## src/hw/rtl/battery_discharge_capacity_meter_assert.svh

```systemverilog
// assertion macros for the discharge capacity meter
// expects clk and rst_n in the scope of each use
`ifndef BATTERY_DISCHARGE_CAPACITY_METER_ASSERT_SVH
`define BATTERY_DISCHARGE_CAPACITY_METER_ASSERT_SVH

// same-cycle property, off while in reset
`define BDCM_ASSERT(label, prop, msg) \
  label: assert property (@(posedge clk) disable iff (!rst_n) (prop)) else $error(msg);

// next-cycle implication, off while in reset
`define BDCM_ASSERT_NXT(label, ante, cons, msg) \
  label: assert property (@(posedge clk) disable iff (!rst_n) (ante) |=> (cons)) \
    else $error(msg);

`endif

```

## src/hw/rtl/bdcm_pkg.sv

```systemverilog
// shared types, codes and constants of the discharge capacity meter
// no dependencies
`default_nettype none

package bdcm_pkg;

  localparam int CFG_ADDR_W = 2;
  localparam int CFG_DATA_W = 23;
  localparam int ELAPSED_W  = 23;

  localparam logic [CFG_ADDR_W-1:0] REG_INTERVAL    = 2'd0;
  localparam logic [CFG_ADDR_W-1:0] REG_MAX_TIME    = 2'd1;
  localparam logic [CFG_ADDR_W-1:0] REG_CUTOFF      = 2'd2;
  localparam logic [CFG_ADDR_W-1:0] REG_OVERCURRENT = 2'd3;

  localparam logic [15:0]        RST_INTERVAL    = 16'd1000;
  localparam logic [22:0]        RST_MAX_TIME    = 23'd36000;
  localparam logic signed [15:0] RST_CUTOFF      = 16'sd3000;
  localparam logic signed [15:0] RST_OVERCURRENT = 16'sd2000;

  localparam logic [1:0] CMD_START  = 2'd0;
  localparam logic [1:0] CMD_STOP   = 2'd1;
  localparam logic [1:0] CMD_SAMPLE = 2'd2;

  localparam logic [1:0] PH_IDLE = 2'd0;
  localparam logic [1:0] PH_RUN  = 2'd1;
  localparam logic [1:0] PH_DONE = 2'd2;
  localparam logic [1:0] PH_ERR  = 2'd3;

  localparam logic [1:0] CAUSE_NONE  = 2'd0;
  localparam logic [1:0] CAUSE_VZERO = 2'd1;
  localparam logic [1:0] CAUSE_OC    = 2'd2;
  localparam logic [1:0] CAUSE_TMO   = 2'd3;

  // x / 1000 == (x * DIV_MAGIC) >> DIV_SHIFT for every 32 bit x
  localparam logic [28:0] DIV_MAGIC = 29'd274877907;
  localparam int          DIV_SHIFT = 38;

  typedef struct packed {
    logic [1:0]        command;
    logic [31:0]       time_ms;
    logic              sample_ready;
    logic signed [15:0] voltage_mv;
    logic signed [15:0] current_ma;
  } in_item_t;

  typedef struct packed {
    logic [1:0]         phase;
    logic [1:0]         error_cause;
    logic               load_on;
    logic               sample_taken;
    logic signed [63:0] capacity_acc;
    logic signed [63:0] energy_acc;
    logic [ELAPSED_W-1:0] elapsed_s;
  } out_item_t;

  // one bit per sequencer step
  typedef struct packed {
    logic load;
    logic div;
    logic secs;
    logic flags;
    logic qmul;
    logic elo;
    logic ehi;
    logic eterm;
    logic commit;
  } cmd_t;

  typedef struct packed {
    logic integrate;
  } sts_t;

endpackage

`default_nettype wire

```

## src/hw/rtl/bdcm_datapath.sv

```systemverilog
// datapath: config registers, run state, shared multiplier and accumulators
// depends on bdcm_pkg
`default_nettype none

module bdcm_datapath (
  input  wire logic                            clk,
  input  wire logic                            rst_n,
  input  wire logic                            cfg_we,
  input  wire logic [bdcm_pkg::CFG_ADDR_W-1:0] cfg_addr,
  input  wire logic [bdcm_pkg::CFG_DATA_W-1:0] cfg_wdata,
  input  wire bdcm_pkg::in_item_t              in_data,
  input  wire bdcm_pkg::cmd_t                  cmd,
  output bdcm_pkg::sts_t                       sts,
  output bdcm_pkg::out_item_t                  out_data
);

  function automatic logic signed [63:0] sat_add(input logic signed [63:0] acc,
                                                 input logic [67:0] term);
    logic [67:0] s;
    s = {{4{acc[63]}}, acc} + term;
    if (s[67:63] == 5'b00000 || s[67:63] == 5'b11111) begin
      return s[63:0];
    end else if (s[67]) begin
      return {1'b1, 63'd0};
    end else begin
      return {1'b0, {63{1'b1}}};
    end
  endfunction

  // configuration
  logic [15:0]        interval_r;
  logic [22:0]        max_time_r;
  logic signed [15:0] cutoff_r;
  logic signed [15:0] ovc_r;

  // run state
  logic [1:0]         phase_r, phase_nxt;
  logic [1:0]         cause_r, cause_nxt;
  logic signed [63:0] charge_r, charge_nxt;
  logic signed [63:0] energy_r, energy_nxt;
  logic signed [15:0] lc_r, lc_nxt;
  logic signed [15:0] lv_r, lv_nxt;
  logic [31:0]        start_r, start_nxt;
  logic [31:0]        lss_r, lss_nxt;
  logic [31:0]        ltick_r, ltick_nxt;

  // working registers
  bdcm_pkg::in_item_t  item_r;
  bdcm_pkg::out_item_t out_r;
  logic signed [66:0]  prod_r;
  logic [bdcm_pkg::ELAPSED_W-1:0] secs_r;
  logic [31:0]        pv0_r;
  logic signed [33:0] psum_r;
  logic [49:0]        qterm_r;
  logic [50:0]        elo_r;
  logic [66:0]        eterm_r;
  logic               tick_ok_r;
  logic               take_r;
  logic               integ_r;
  logic [1:0]         fault_r;

  logic               start_ok;
  logic [31:0]        diff;
  logic [31:0]        dt;
  logic [31:0]        tick_gap;
  logic [16:0]        isum;
  logic signed [33:0] mul_a;
  logic signed [32:0] mul_b;
  logic signed [66:0] prod;
  logic               tick_ok_c;
  logic [1:0]         fault_c;
  logic               take_c;
  logic               first_c;
  logic               integ_c;

  assign start_ok = (item_r.command == bdcm_pkg::CMD_START) && (phase_r != bdcm_pkg::PH_RUN);
  assign diff     = start_ok ? 32'd0 : (item_r.time_ms - start_r);
  assign dt       = item_r.time_ms - lss_r;
  assign tick_gap = item_r.time_ms - ltick_r;
  assign isum     = {lc_r[15], lc_r} + {item_r.current_ma[15], item_r.current_ma};

  always_comb begin
    priority if (cmd.div) begin
      mul_a = {2'b00, diff};
      mul_b = {4'b0000, bdcm_pkg::DIV_MAGIC};
    end else if (cmd.secs) begin
      mul_a = {{18{lv_r[15]}}, lv_r};
      mul_b = {{17{lc_r[15]}}, lc_r};
    end else if (cmd.flags) begin
      mul_a = {{18{item_r.voltage_mv[15]}}, item_r.voltage_mv};
      mul_b = {{17{item_r.current_ma[15]}}, item_r.current_ma};
    end else if (cmd.qmul) begin
      mul_a = {{17{isum[16]}}, isum};
      mul_b = {1'b0, dt};
    end else if (cmd.elo) begin
      mul_a = psum_r;
      mul_b = {17'd0, dt[15:0]};
    end else begin
      mul_a = psum_r;
      mul_b = {17'd0, dt[31:16]};
    end
  end

  assign prod = mul_a * mul_b;

  // fault and throttle decision, valid in the flags step
  always_comb begin
    tick_ok_c = (item_r.command == bdcm_pkg::CMD_SAMPLE) && (phase_r == bdcm_pkg::PH_RUN) &&
                !((ltick_r != 32'd0) && (tick_gap < {16'd0, interval_r}));
    priority if (item_r.voltage_mv == 16'sd0) begin
      fault_c = bdcm_pkg::CAUSE_VZERO;
    end else if ($signed(item_r.current_ma) > $signed(ovc_r)) begin
      fault_c = bdcm_pkg::CAUSE_OC;
    end else if (secs_r > max_time_r) begin
      fault_c = bdcm_pkg::CAUSE_TMO;
    end else begin
      fault_c = bdcm_pkg::CAUSE_NONE;
    end
    take_c  = tick_ok_c && item_r.sample_ready && (fault_c == bdcm_pkg::CAUSE_NONE);
    first_c = (lss_r == start_r) && (lc_r == 16'sd0);
    integ_c = take_c && !first_c;
  end

  assign sts.integrate = integ_c;

  always_comb begin
    phase_nxt  = phase_r;
    cause_nxt  = cause_r;
    charge_nxt = charge_r;
    energy_nxt = energy_r;
    lc_nxt     = lc_r;
    lv_nxt     = lv_r;
    start_nxt  = start_r;
    lss_nxt    = lss_r;
    ltick_nxt  = ltick_r;
    if (cmd.commit) begin
      priority if (start_ok) begin
        charge_nxt = 64'sd0;
        energy_nxt = 64'sd0;
        lc_nxt     = 16'sd0;
        lv_nxt     = 16'sd0;
        start_nxt  = item_r.time_ms;
        lss_nxt    = item_r.time_ms;
        ltick_nxt  = 32'd0;
        cause_nxt  = bdcm_pkg::CAUSE_NONE;
        phase_nxt  = bdcm_pkg::PH_RUN;
      end else if (item_r.command == bdcm_pkg::CMD_STOP) begin
        if (phase_r == bdcm_pkg::PH_RUN) begin
          phase_nxt = bdcm_pkg::PH_IDLE;
        end
      end else if (tick_ok_r) begin
        ltick_nxt = item_r.time_ms;
        if (item_r.sample_ready) begin
          if (fault_r != bdcm_pkg::CAUSE_NONE) begin
            phase_nxt = bdcm_pkg::PH_ERR;
            cause_nxt = fault_r;
          end else begin
            if (integ_r) begin
              charge_nxt = sat_add(charge_r, {{18{qterm_r[49]}}, qterm_r});
              energy_nxt = sat_add(energy_r, {eterm_r[66], eterm_r});
            end
            lc_nxt  = item_r.current_ma;
            lv_nxt  = item_r.voltage_mv;
            lss_nxt = item_r.time_ms;
            if ($signed(item_r.voltage_mv) < $signed(cutoff_r)) begin
              phase_nxt = bdcm_pkg::PH_DONE;
            end
          end
        end
      end
    end
  end

  always_ff @(posedge clk) begin
    if (!rst_n) begin
      interval_r <= bdcm_pkg::RST_INTERVAL;
      max_time_r <= bdcm_pkg::RST_MAX_TIME;
      cutoff_r   <= bdcm_pkg::RST_CUTOFF;
      ovc_r      <= bdcm_pkg::RST_OVERCURRENT;
    end else if (cfg_we) begin
      unique case (cfg_addr)
        bdcm_pkg::REG_INTERVAL:    interval_r <= cfg_wdata[15:0];
        bdcm_pkg::REG_MAX_TIME:    max_time_r <= cfg_wdata[22:0];
        bdcm_pkg::REG_CUTOFF:      cutoff_r   <= cfg_wdata[15:0];
        bdcm_pkg::REG_OVERCURRENT: ovc_r      <= cfg_wdata[15:0];
      endcase
    end
  end

  always_ff @(posedge clk) begin
    if (!rst_n) begin
      phase_r  <= bdcm_pkg::PH_IDLE;
      cause_r  <= bdcm_pkg::CAUSE_NONE;
      charge_r <= 64'sd0;
      energy_r <= 64'sd0;
      lc_r     <= 16'sd0;
      lv_r     <= 16'sd0;
      start_r  <= 32'd0;
      lss_r    <= 32'd0;
      ltick_r  <= 32'd0;
    end else begin
      phase_r  <= phase_nxt;
      cause_r  <= cause_nxt;
      charge_r <= charge_nxt;
      energy_r <= energy_nxt;
      lc_r     <= lc_nxt;
      lv_r     <= lv_nxt;
      start_r  <= start_nxt;
      lss_r    <= lss_nxt;
      ltick_r  <= ltick_nxt;
    end
  end

  always_ff @(posedge clk) begin
    if (cmd.load) begin
      item_r <= in_data;
    end
    prod_r <= prod;
    if (cmd.secs) begin
      secs_r <= prod_r[bdcm_pkg::DIV_SHIFT +: bdcm_pkg::ELAPSED_W];
    end
    if (cmd.flags) begin
      pv0_r     <= prod_r[31:0];
      tick_ok_r <= tick_ok_c;
      take_r    <= take_c;
      integ_r   <= integ_c;
      fault_r   <= fault_c;
    end
    if (cmd.qmul) begin
      psum_r <= {{2{pv0_r[31]}}, pv0_r} + {{2{prod_r[31]}}, prod_r[31:0]};
    end
    if (cmd.elo) begin
      qterm_r <= prod_r[49:0];
    end
    if (cmd.ehi) begin
      elo_r <= prod_r[50:0];
    end
    if (cmd.eterm) begin
      eterm_r <= {prod_r[50:0], 16'd0} + {{16{elo_r[50]}}, elo_r};
    end
    if (cmd.commit) begin
      out_r.phase        <= phase_nxt;
      out_r.error_cause  <= cause_nxt;
      out_r.load_on      <= (phase_nxt == bdcm_pkg::PH_RUN);
      out_r.sample_taken <= tick_ok_r && take_r;
      out_r.capacity_acc <= charge_nxt;
      out_r.energy_acc   <= energy_nxt;
      out_r.elapsed_s    <= (phase_nxt == bdcm_pkg::PH_IDLE && start_nxt == 32'd0) ?
                            '0 : secs_r;
    end
  end

  assign out_data = out_r;

endmodule

`default_nettype wire

```

## src/hw/rtl/bdcm_ctrl.sv

```systemverilog
// controller: step sequencer and output handshake
// depends on bdcm_pkg and the assertion macro header
`default_nettype none
`include "battery_discharge_capacity_meter_assert.svh"

module bdcm_ctrl (
  input  wire logic           clk,
  input  wire logic           rst_n,
  input  wire logic           in_valid,
  output logic                in_stall,
  output logic                out_valid,
  input  wire logic           out_stall,
  input  wire bdcm_pkg::sts_t sts,
  output bdcm_pkg::cmd_t      cmd
);

  localparam logic [3:0] ST_IDLE   = 4'd0;
  localparam logic [3:0] ST_DIV    = 4'd1;
  localparam logic [3:0] ST_SECS   = 4'd2;
  localparam logic [3:0] ST_FLAGS  = 4'd3;
  localparam logic [3:0] ST_QMUL   = 4'd4;
  localparam logic [3:0] ST_ELO    = 4'd5;
  localparam logic [3:0] ST_EHI    = 4'd6;
  localparam logic [3:0] ST_ETERM  = 4'd7;
  localparam logic [3:0] ST_COMMIT = 4'd8;

  logic [3:0] state_r, state_nxt;
  logic       out_valid_r, out_valid_nxt;
  logic       slot_free;

  assign slot_free = !out_valid_r || !out_stall;

  always_comb begin
    state_nxt = state_r;
    unique case (state_r)
      ST_IDLE: begin
        if (in_valid) begin
          state_nxt = ST_DIV;
        end
      end
      ST_DIV:   state_nxt = ST_SECS;
      ST_SECS:  state_nxt = ST_FLAGS;
      ST_FLAGS: state_nxt = sts.integrate ? ST_QMUL : ST_COMMIT;
      ST_QMUL:  state_nxt = ST_ELO;
      ST_ELO:   state_nxt = ST_EHI;
      ST_EHI:   state_nxt = ST_ETERM;
      ST_ETERM: state_nxt = ST_COMMIT;
      ST_COMMIT: begin
        if (slot_free) begin
          state_nxt = ST_IDLE;
        end
      end
      default: state_nxt = ST_IDLE;
    endcase
  end

  always_comb begin
    cmd.load   = (state_r == ST_IDLE) && in_valid;
    cmd.div    = (state_r == ST_DIV);
    cmd.secs   = (state_r == ST_SECS);
    cmd.flags  = (state_r == ST_FLAGS);
    cmd.qmul   = (state_r == ST_QMUL);
    cmd.elo    = (state_r == ST_ELO);
    cmd.ehi    = (state_r == ST_EHI);
    cmd.eterm  = (state_r == ST_ETERM);
    cmd.commit = (state_r == ST_COMMIT) && slot_free;
  end

  always_comb begin
    priority if (cmd.commit) begin
      out_valid_nxt = 1'b1;
    end else if (out_valid_r && !out_stall) begin
      out_valid_nxt = 1'b0;
    end else begin
      out_valid_nxt = out_valid_r;
    end
  end

  always_ff @(posedge clk) begin
    if (!rst_n) begin
      state_r     <= ST_IDLE;
      out_valid_r <= 1'b0;
    end else begin
      state_r     <= state_nxt;
      out_valid_r <= out_valid_nxt;
    end
  end

  assign in_stall  = (state_r != ST_IDLE);
  assign out_valid = out_valid_r;

  `BDCM_ASSERT_NXT(a_accept_starts, in_valid && !in_stall, state_r == ST_DIV, "accept did not start")
  `BDCM_ASSERT(a_rose_after_commit, !$rose(out_valid_r) || $past(state_r) == ST_COMMIT, "item without commit")
  `BDCM_ASSERT_NXT(a_skip_integrate, state_r == ST_FLAGS && !sts.integrate, state_r == ST_COMMIT, "bad skip")
  `BDCM_ASSERT_NXT(a_held_result, out_valid_r && out_stall && state_r == ST_COMMIT, state_r == ST_COMMIT, "overwrote held item")

endmodule

`default_nettype wire

```

## src/hw/rtl/battery_discharge_capacity_meter.sv

```systemverilog
// Discharge capacity meter. Each accepted item (start, stop or sample tick) yields one
// result item. Start, stop and ignored or faulting sample items pass the div, secs and
// flags steps to commit; an integrating sample also passes qmul, elo, ehi and eterm. The
// single shared 34x33 multiplier does one product per cycle, save while a commit waits:
// the divide by 1000 for elapsed seconds, the two power products, the charge term and
// the two halves of the energy term. The result sits in an output register, so the next
// item is taken while a result still waits; a commit waits only while that register is
// full and stalled. Capacity and energy sums saturate at the signed 64 bit limits.
// depends on bdcm_pkg, bdcm_ctrl and bdcm_datapath
`default_nettype none

module battery_discharge_capacity_meter (
  input  wire logic                            clk,
  input  wire logic                            rst_n,
  input  wire logic                            in_valid,
  output logic                                 in_stall,
  input  wire bdcm_pkg::in_item_t              in_data,
  output logic                                 out_valid,
  input  wire logic                            out_stall,
  output bdcm_pkg::out_item_t                  out_data,
  input  wire logic                            cfg_we,
  input  wire logic [bdcm_pkg::CFG_ADDR_W-1:0] cfg_addr,
  input  wire logic [bdcm_pkg::CFG_DATA_W-1:0] cfg_wdata
);

  bdcm_pkg::cmd_t cmd;
  bdcm_pkg::sts_t sts;

  bdcm_ctrl u_ctrl (
    .clk       (clk),
    .rst_n     (rst_n),
    .in_valid  (in_valid),
    .in_stall  (in_stall),
    .out_valid (out_valid),
    .out_stall (out_stall),
    .sts       (sts),
    .cmd       (cmd)
  );

  bdcm_datapath u_datapath (
    .clk       (clk),
    .rst_n     (rst_n),
    .cfg_we    (cfg_we),
    .cfg_addr  (cfg_addr),
    .cfg_wdata (cfg_wdata),
    .in_data   (in_data),
    .cmd       (cmd),
    .sts       (sts),
    .out_data  (out_data)
  );

endmodule

`default_nettype wire
```

## config.mk

```make
export PLATFORM = sky130hd
export DESIGN_NAME = battery_discharge_capacity_meter
export DESIGN_NICKNAME = d
export VERILOG_FILES = /design/src/hw/rtl/bdcm_pkg.sv /design/src/hw/rtl/bdcm_datapath.sv /design/src/hw/rtl/bdcm_ctrl.sv /design/src/hw/rtl/battery_discharge_capacity_meter.sv
export VERILOG_INCLUDE_DIRS = /design/src /design/src/hw/rtl
export SDC_FILE = /design/constraint.sdc
export NUM_CORES = 2
export LEC_CHECK = 0
export BUFFER_PORTS_ARGS = -buffer_cell sky130_fd_sc_hd__buf_4
export CORE_UTILIZATION = 45
export DETAILED_ROUTE_END_ITERATION = 8
export GPL_ROUTABILITY_DRIVEN = 1
export SETUP_SLACK_MARGIN = 0.15
export SLEW_MARGIN = 20
export SYNTH_ARGS = -nofsm -noshare
export SYNTH_HDL_FRONTEND = slang
export SYNTH_HIERARCHICAL = 1
export SYNTH_SLANG_ARGS = --single-unit
```

## constraint.sdc

```tcl
create_clock -name clk -period 17 [get_ports clk]
set_input_delay 1.7 -clock clk [delete_from_list [all_inputs] [get_ports clk]]
set_output_delay 1.7 -clock clk [all_outputs]
set_load 0.02 [all_outputs]
```

==> results_dict.tcl <==
set metrics [dict create \
    status "complete, no violations" \
    ctsResizeCount 0 \
    start_kind "flop" \
    dr.pass1.iters 6 \
    grt_use_total_pct 29.81 \
    finalInstanceArea_um2 95390 \
    die_h_um 441.7 \
    synth_xor_area_share_pct 3.801 \
    drt_first_iter_violations 6077 \
    crit_type "flop to flop" \
    clk_pin_slew_worst_paths_ns 0.06 \
    yosysTopAreaCell "fa_1" \
    cts_tree "yes" \
    post-dp-hpwl_um 227100 \
    vias 69270 \
    start_util_pct 45.27 \
    slew_headroom_pct 19.92 \
    grt_max_degree 167 \
    clock_sinks 882 \
    clock_skew_ns 0.08229 \
    grt_pass1_vias 70260 \
    synth_top_family_by_area "adder cells" \
    seq_area_frac_synth_pct 25.88 \
    rows 161 \
    worstSkewPairLatency_ns 0.75 \
    setup_viol 0 \
    crit_required_ns 17.63 \
    viasPerCell 5.697 \
    grt_overflow 0 \
    remaining_drc_errors 0 \
    dieArea_um2 195100 \
    hold_path_class "flop to flop" \
    synth_area_leaders "fa_1 25%, edfxtp_1 17%, dfxtp_1 9.1%" \
    max_freq_mhz 76.84 \
    worstPathMaxFanout 42 \
    reg2reg_from "u_ctrl/state_r[1]$_SDFFE_PN0P_" \
    hold_violations 0 \
    synth-edff-count 485 \
    tightest_slew_ns 1.200 \
    antenna_found_initial 14 \
    cp-end-kind "flop" \
    slew_viol_final 0 \
    synthAdderAreaFrac_pct 33.84 \
    fin_nets 11330 \
    die_w_um 441.7 \
    synth_ff_type "edfxtp_1" \
    ios 256 \
    yosys.cell_types.count 119 \
    synth_fp_nets 11240 \
    cp_common_cell "fa_1" \
    synth_mux_area_share_pct 0.2819 \
    wl_per_cell_um 24.12 \
    placed_cell_area_um2 91870 \
    cp_slowest_cell "clkinv_1" \
    hp-start "u_datapath/elo_r[14]$_DFFE_PP_" \
    max_stage_delay_ns 0.88 \
    crit_path_start "u_ctrl/state_r[1]$_SDFFE_PN0P_" \
    drive_gt1_share_pct 8.125 \
    core_area_um2 192200 \
    cts-root-buf "clkbuf_16" \
    ys_ff_latch 882 \
    htreeDepth 3 \
    netlist.area_leader.share_pct 25.20 \
    synth_compound_area_share_pct 13.96 \
    min_period_ns 13.01 \
    arrival_ns 13.64 \
    cap_violations 0 \
    syn_area_um2 86990 \
    syn2layout_area_growth_pct 9.651 \
    cts_buffers 96 \
    syn_inst 9446 \
    synth-simple-area-share_pct 14.17 \
    synth_warnings 6 \
    drtAntennaViolNets 0 \
    port_buffers 255 \
    ctsHoldBuffers 0 \
    cts_setup_buffers 0 \
    cts_buffer_depth 3 \
    rsz0062_at_grt "false" \
    finalCritPeriodShare_pct 76.55 \
    gp_congestion 0.9706 \
    utilization_pct 49.63 \
    finalSetupTns_ns 0 \
    synth_area_per_cell_um2 9.209 \
    async_reset_ff_share_pct 0 \
    grt_pass1_wl_um 438300 \
    drt_wl_total_um 293200 \
]
## worst max-delay path, delay by kind of cell (launching register included)
| family | cells | cell delay (ns) |
|---|---|---|
| compound gates | 10 | 2.68 |
| xor+xnor | 1 | 0.33 |
| fa+ha+maj | 9 | 4.10 |
| buf+inv | 12 | 3.57 |
| flops | 1 | 0.54 |
| simple gates | 7 | 1.62 |
## layer usage
metal | global-route usage (%) | share of wire (%) | vias up | wire length, um
li1 | - | - | 31290 | -
met1 | 37.83 | 40 | 34560 | 116800
met2 | 48.71 | 47 | 2778 | 136400
met3 | 5.159 | 7.7 | 642 | 22580
met4 | 15.59 | 5.9 | 4 | 17380
met5 | 0 | 0.0092 | - | 27
## state kept, by name, indices dropped and copies added (netlist names), 33 cells and up
name                 count
u_datapath/psum_r       33
u_datapath/eterm_r      67
u_datapath/charge_r     64
u_datapath/energy_r     64
u_datapath/item_r       67
u_datapath/elo_r        51
u_datapath/out_data    157
u_datapath/prod_r       61
u_datapath/qterm_r      50
## per-stage QoR
step | worst slack, ns | hold slack [ns] | instances
after floorplan | 4.840 | 0.3855 | 9446
after global placement | 4.553 | 0.4017 | 11970
after detailed placement | 4.285 | 0.4045 | 11970
after CTS | 4.236 | 0.4195 | 12150
after global routing | 3.547 | 0.4270 | 12150
final | 3.987 | 0.4185 | 12160
## area by class of cell
type | instances | area [um2]
Timing Repair Buffer | 418 | 3154
Multi-Input combinational cell | 6747 | 57820
Clock inverter | 62 | 815.8
Tap cell | 2526 | 3161
Inverter | 1396 | 5248
Clock buffer | 120 | 2658
Antenna cell | 7 | 17.52
Fill cell | 17940 | 96790
Sequential cell | 882 | 22510
## cells by family after synthesis
group	Yosys count
simple gates	2756
compound gates	1895
buf+inv	1817
fa+ha+maj	1697
flops	882
xor+xnor	376
mux	23
## worst paths after layout
kind                            cells after the start                               end  slack, ns
worst max-delay path                               39     u_datapath/prod_r[60]$_DFF_P_       3.99
worst max register to register                     39     u_datapath/prod_r[60]$_DFF_P_       3.99
worst min register to register                      0  u_datapath/eterm_r[14]$_DFFE_PP_       0.42
worst min-delay path                                0  u_datapath/eterm_r[14]$_DFFE_PP_       0.42
## synthesized netlist by cell type, types with 49 or more instances
cell type and number:
nand2_1 1087, ha_1 597, nor4_1 49, dfxtp_1 397, xor2_1 128, and3_1 52, nand2b_1 107, o21ai_1 51
o211ai_1 54, nand4_1 74, and2_1 127, o21a_1 68, fa_1 1095, nor2b_1 83, nor3_1 88, edfxtp_1 485
a21oi_1 713, nand3_1 172, o21ai_0 255, o22ai_1 49, o21bai_1 87, a211oi_1 49, nor2_1 792, inv_1 1394
xnor2_1 247, a21o_1 232, clkbuf_1 345
## placed cells by master (no fill, tap or decap), drive strengths merged, types with 247 or more instances in the layout
cell    count
nor2      792
o21ai     312
fa       1095
inv      1399
edfxtp    485
buf       418
nand2    1087
xnor2     247
a21oi     722
dfxtp     397
ha        597
Power is not shown: default switching activity piles up to over one toggle a cycle in this logic, so the estimate is an artifact.
